<file path="config.mk">
export PLATFORM = sky130hd
export DESIGN_NAME = gepc_row_ram
export DESIGN_NICKNAME = d
export VERILOG_FILES = /design/src/gepc_row_ram.sv
export SDC_FILE = /design/constraint.sdc
export NUM_CORES = 2
export LEC_CHECK = 0
export ABC_CLOCK_PERIOD_IN_PS = 4590
export BUFFER_PORTS_ARGS = -buffer_cell sky130_fd_sc_hd__buf_2
export CAP_MARGIN = 15
export CORE_MARGIN = 10
export CORE_UTILIZATION = 50
export DETAILED_ROUTE_END_ITERATION = 7
export HOLD_SLACK_MARGIN = 0.03
export PLACE_DENSITY = 0.65
export SETUP_SLACK_MARGIN = 0.2
export SLEW_MARGIN = 10
export SYNTH_ARGS = -nofsm -noshare
export SYNTH_HDL_FRONTEND = slang
export SYNTH_SLANG_ARGS = --single-unit
</file>
<file path="constraint.sdc">
create_clock -name clk_i -period 4.59 [get_ports clk_i]
set_input_delay 1.1475 -clock clk_i [delete_from_list [all_inputs] [get_ports clk_i]]
set_output_delay 1.1475 -clock clk_i [all_outputs]
set_load 0.005 [all_outputs]
</file>
<file path="src/gepc_row_ram.sv">
// Generic single write port, single read port RAM with registered read data.
`timescale 1ns / 1ps

module gepc_row_ram #(
  parameter int WIDTH = 32,
  parameter int DEPTH = 64,
  localparam int AW = (DEPTH > 1) ? $clog2(DEPTH) : 1
) (
  input  logic             clk_i,
  input  logic             we_i,
  input  logic [AW-1:0]    waddr_i,
  input  logic [WIDTH-1:0] wdata_i,
  input  logic             re_i,
  input  logic [AW-1:0]    raddr_i,
  output logic [WIDTH-1:0] rdata_o
);

  logic [WIDTH-1:0] mem [DEPTH];
  logic [WIDTH-1:0] rdata_q;

  always_ff @(posedge clk_i) begin
    if (we_i) begin
      mem[waddr_i] <= wdata_i;
    end
  end

  always_ff @(posedge clk_i) begin
    if (re_i) begin
      rdata_q <= mem[raddr_i];
    end
  end

  assign rdata_o = rdata_q;

endmodule

</file>
---- After elaboration in Yosys (flattened, before gate mapping) ----
Memory sizes are Yosys's and may differ from the RTL's. A register that Yosys moved wholly into a read port is not among the register bits.
Cells that the tools add are included.
storage, ports and cells
  memory bits (writable) .................. 2048
  memories kept ........................... 1
  bits in registers ....................... 0
  latch bits .............................. 0
  ROM bits ................................ 0
  word-level logic and storage cells ...... 3
memory list
  memory  depth  width  rd ports  clocked after memory_dff  write ports  line  text
  mem     64     32     1         1                         1            18    logic [WIDTH-1:0] mem [DEPTH];
cells by class
  mux-type cells .......................... 2
  magnitude comparators ................... 0
  add/subtract/negate cells ............... 0
  bitwise logic cells ..................... 0
  reductions and logical operators ........ 0
  shift-type cells ........................ 0
  multiply operators ...................... 0
  equality and inequality tests ........... 0
  divide/modulo/power cells ............... 0
operator list
  operator  count
  $mux 1    2

---- Logic depth before layout (Yosys ltp) ----
  word-level depth ........................ 2
  depth in mapped cells ................... 10
  depth with buffers taken out ............ 5

---- Least setup slack after synthesis ----
OpenSTA, ideal clock, no wires.
  kind .................................... input to register
  start point ............................. input port waddr_i[3]
  end point ............................... memory mem[48][0], enable pin
  path slack .............................. 0.283 ns
  buffers on the path ..................... 1
  arrival ................................. 3.846 ns
  stages on the path ...................... 4
  required time ........................... 4.129 ns
  path through ............................ clkbuf_1 > nor2b_1 > nand4b_1 > nor3_1
RTL lines
  element          line  text
  start, declared  11    input logic [AW-1:0] waddr_i,
  end, declared    18
Straight into the memory's write port.

==> results.rst <==
.. list-table::
   :header-rows: 1

   * - Metric
     - Value
   * - Run status
     - finished clean
   * - Flop and latch count out of synthesis
     - 2080
   * - Largest family of logic cells by synthesized area
     - multiplexers
   * - Number of optimization iterations in the first detailed-route pass
     - 5
   * - Reg power frac
     - 0.546
   * - Share of the synthesized area in compound gates (AO/OA/AOI/OAI)
     - 0.0167
   * - DRT Wirelength
     - 199000 um
   * - Maximum capacitance violations
     - 0
   * - Count of placed standard cells including taps
     - 5449
   * - Vias per Instance
     - 6.38
   * - Final count of hold timing violations
     - 0
   * - Remaining global-route overflow
     - 0
   * - Mean Syn Cell Area
     - 23.7 um2
   * - Routed wire length per instance
     - 34.1 um
   * - Htree depth
     - 4
   * - Via count
     - 37100
   * - Synth Net Count
     - 3371
   * - Clock insertion delay at the later pin of the skew report
     - 0.83 ns
   * - Leading cell type in the layout, fill and taps excluded
     - sky130_fd_sc_hd__edfxtp_1
   * - Fraction of final layout cells with drive strength greater than 1
     - 0.301
   * - Drc violations
     - 0
   * - Core area
     - 156000 um2
   * - Final Net Count
     - 3653
   * - Number of buffers added for setup after CTS
     - 0
   * - Count of flip-flops with a built-in enable after synthesis
     - 2080
   * - Distinct cell type count of the synthesized netlist
     - 33
   * - Worst rel slew slack
     - 0.199
   * - Routability congestion estimate
     - 0.775
   * - VDD IR max
     - 389 uV
   * - Power density of the placed cells
     - 431 nW/um2
   * - CTS clk-pin slew, worst paths
     - 0.06 ns
   * - Switching share of power
     - 0.207
   * - Placement Cell Area
     - 83300 um2
   * - Synthesized-area fraction occupied by and/or/nand/nor cells
     - 0.0126
   * - Final clock period utilization by the worst path
     - 0.750
   * - Endpoint type of the worst setup path
     - flop
   * - Synthesized-area fraction occupied by xor and xnor cells
     - 0
   * - Max-slew violation total from the final report
     - 0
   * - Ys flop type
     - sky130_fd_sc_hd__edfxtp_1
   * - CTS tree
     - built
   * - Post-synthesis mux area share
     - 0.167
   * - Number of buffers added by the clock tree synthesis step
     - 198
   * - First-pass GRT wire length
     - 284000 um
   * - Die X
     - 417 um
   * - Maximum operating frequency
     - 291 MHz
   * - Maximum clock insertion buffer count
     - 3
   * - Post-Syn Instances
     - 3324
   * - Crit path time final
     - 3.44 ns
   * - Cell at the root of the clock tree
     - sky130_fd_sc_hd__clkbuf_16
   * - Starting DRT DRC Count
     - 4658
   * - Post-route setup TNS
     - 0 ns
   * - Post-synthesis adder-cell area fraction
     - 0
   * - Total number of clock tree sinks
     - 2080
   * - Tightest Hold Check Type
     - in2reg
   * - Via count of the first global-routing pass
     - 37600
   * - Most frequent cells in the layout
     - sky130_fd_sc_hd__edfxtp_1 (2080), sky130_fd_sc_hd__mux4_2 (544), sky130_fd_sc_hd__clkbuf_16 (204), sky130_fd_sc_hd__buf_4 (122), sky130_fd_sc_hd__mux2i_1 (93)
   * - Unrepaired setup endpoints after global routing
     - no
   * - Warning count from the yosys run
     - 0
   * - Initial Util
     - 0.504
   * - Proportion of synthesized chip area in sequential cells
     - 0.792
   * - Top fanout value on the critical path
     - 31
   * - Die area
     - 174000 um2
   * - Number of antenna violations at the first check in global routing
     - 20
   * - Top cells by area, synth
     - sky130_fd_sc_hd__edfxtp_1 (79%), sky130_fd_sc_hd__mux4_2 (16%), sky130_fd_sc_hd__mux2i_1 (1.2%), sky130_fd_sc_hd__o22ai_1 (0.67%), sky130_fd_sc_hd__nor2_1 (0.65%)
   * - HPWL after DPL
     - 111000 um
   * - Maximum number of pins on one net before global-route repair
     - 73
   * - Synth top area share
     - 0.792
   * - Port buffer count
     - 78
   * - Switching pwr
     - 8.02 mW
   * - Non-filler cells, final
     - 5826
   * - Clock Skews
     - 0.0245 ns
   * - Resized cells post-CTS
     - 0
   * - Gr usage total
     - 0.228
   * - Final antenna-violating net count
     - 0
   * - Arrival time worst endpoint
     - 3.99 ns
   * - Critical path data required time
     - 5.13 ns
   * - Worst Max-Slew Pin Slew
     - 1.20 ns
   * - Die height
     - 417 um
   * - Post-CTS Hold Buffers
     - 0
   * - Area growth syn-to-layout
     - 14.0%
   * - Async set-reset flop share out of synthesis
     - 0
   * - Post-Synthesis Cell Area
     - 78800 um2
   * - Utilization after layout
     - 0.574
   * - Portion of total power attributed to the clock network
     - 0.405
   * - Setup violators final
     - 0
   * - # rows
     - 145
   * - WS Path Type
     - in2reg
   * - I/O pin total
     - 79
   * - Cell taking the most area after synthesis
     - sky130_fd_sc_hd__edfxtp_1
   * - Cell-internal power
     - 30.7 mW
   * - Reported leakage power
     - 27.9 nW
   * - Area of all placed cells without fillers
     - 89800 um2
   * - Part of the power in combinational logic
     - 0.050
   * - Kind of launch point of the worst setup path
     - input pin
## cell families after synthesis
| group | Yosys count |
|---|---|
| AOI/OAI and AO/OA | 202 |
| muxes | 637 |
| DFF | 2080 |
| and+or+nand+nor | 223 |
| buffers and inverters | 182 |
## area by class of cell
| type | instances | area (um2) |
|---|---|---|
| fillers | 11200 | 66600 |
| flip-flops and latches | 2080 | 62500 |
| multi-input cells | 1062 | 16000 |
| clock buffers | 258 | 5310 |
| repair buffers | 264 | 2650 |
| well taps | 2058 | 2570 |
| clock inverters | 99 | 860 |
| diodes | 5 | 12.5 |
## power by group through the flow
stage	Clock, mW	Sequential, mW	Combinational, mW
after floorplan	0	21.5	1.02
after detailed placement	0	21.6	1.90
after global routing	16.7	21.1	2.04
final	15.7	21.1	1.92
after CTS	15.9	21.2	1.90
after global placement	0	21.6	1.88
## Yosys cell counts, types with 3 or more instances
library cell / n
sky130_fd_sc_hd__nand3_1: 5
sky130_fd_sc_hd__o221ai_1: 27
sky130_fd_sc_hd__or3b_2: 3
sky130_fd_sc_hd__o32ai_1: 4
sky130_fd_sc_hd__mux2i_1: 93
sky130_fd_sc_hd__o22ai_1: 84
sky130_fd_sc_hd__a311oi_1: 8
sky130_fd_sc_hd__nor3_1: 7
sky130_fd_sc_hd__a41o_1: 4
sky130_fd_sc_hd__clkbuf_1: 74
sky130_fd_sc_hd__or3_1: 3
sky130_fd_sc_hd__nand2b_1: 8
sky130_fd_sc_hd__mux4_2: 544
sky130_fd_sc_hd__buf_2: 57
sky130_fd_sc_hd__a22oi_1: 12
sky130_fd_sc_hd__nor2b_1: 15
sky130_fd_sc_hd__edfxtp_1: 2080
sky130_fd_sc_hd__nand2_1: 26
sky130_fd_sc_hd__and3_1: 4
sky130_fd_sc_hd__a21oi_1: 62
sky130_fd_sc_hd__buf_6: 5
sky130_fd_sc_hd__nor2_1: 137
sky130_fd_sc_hd__buf_1: 21
sky130_fd_sc_hd__buf_4: 25
sky130_fd_sc_hd__nand3b_1: 5
## critical path, cell delays in order
cell,delay [ns]
sky130_fd_sc_hd__buf_8,0.34
sky130_fd_sc_hd__buf_12,0.30
sky130_fd_sc_hd__buf_12,0.26
sky130_fd_sc_hd__mux4_2,0.55
sky130_fd_sc_hd__mux4_2,0.52
sky130_fd_sc_hd__o22ai_1,0.65
sky130_fd_sc_hd__nor2_1,0.11
## layer usage
metal,vias to the layer above,routed length [um],part of all wire,track usage
li1,14900,-,-,-
met1,20200,78800,0.40,0.317
met2,1793,98400,0.50,0.374
met3,287,16300,0.082,0.0425
met4,14,5240,0.026,0.0617
met5,-,88,0.00044,0
## final timing paths
path                            slack, ns  cells after the start                  start                     to
worst min register to register       0.83                      4  mem[28][17]$_DFFE_PP_  rdata_o[17]$_DFFE_PP_
worst max register to register       2.12                      4  mem[48][26]$_DFFE_PP_  rdata_o[26]$_DFFE_PP_
worst max-delay path                 1.15                      7             raddr_i[0]  rdata_o[16]$_DFFE_PP_
worst min-delay path                 0.73                      1            wdata_i[22]  mem[61][22]$_DFFE_PP_
## metrics by stage
stage | setup WS (ns) | power [mW] | hold WS [ns]
4_1_cts | 1.15 | 38.9 | 0.833
3_5_place_dp | 0.275 | 23.5 | 0.814
6_report | 1.15 | 38.7 | 0.731
5_1_grt | 1.10 | 39.9 | 0.716
3_3_place_gp | 0.278 | 23.4 | 0.808
2_1_floorplan | 0.283 | 22.5 | 0.750
## sequential cells by signal (all words and copies together), names as in the netlist
signal	count
mem	2048
rdata_o	32
Power figures use the tool's default switching activity.
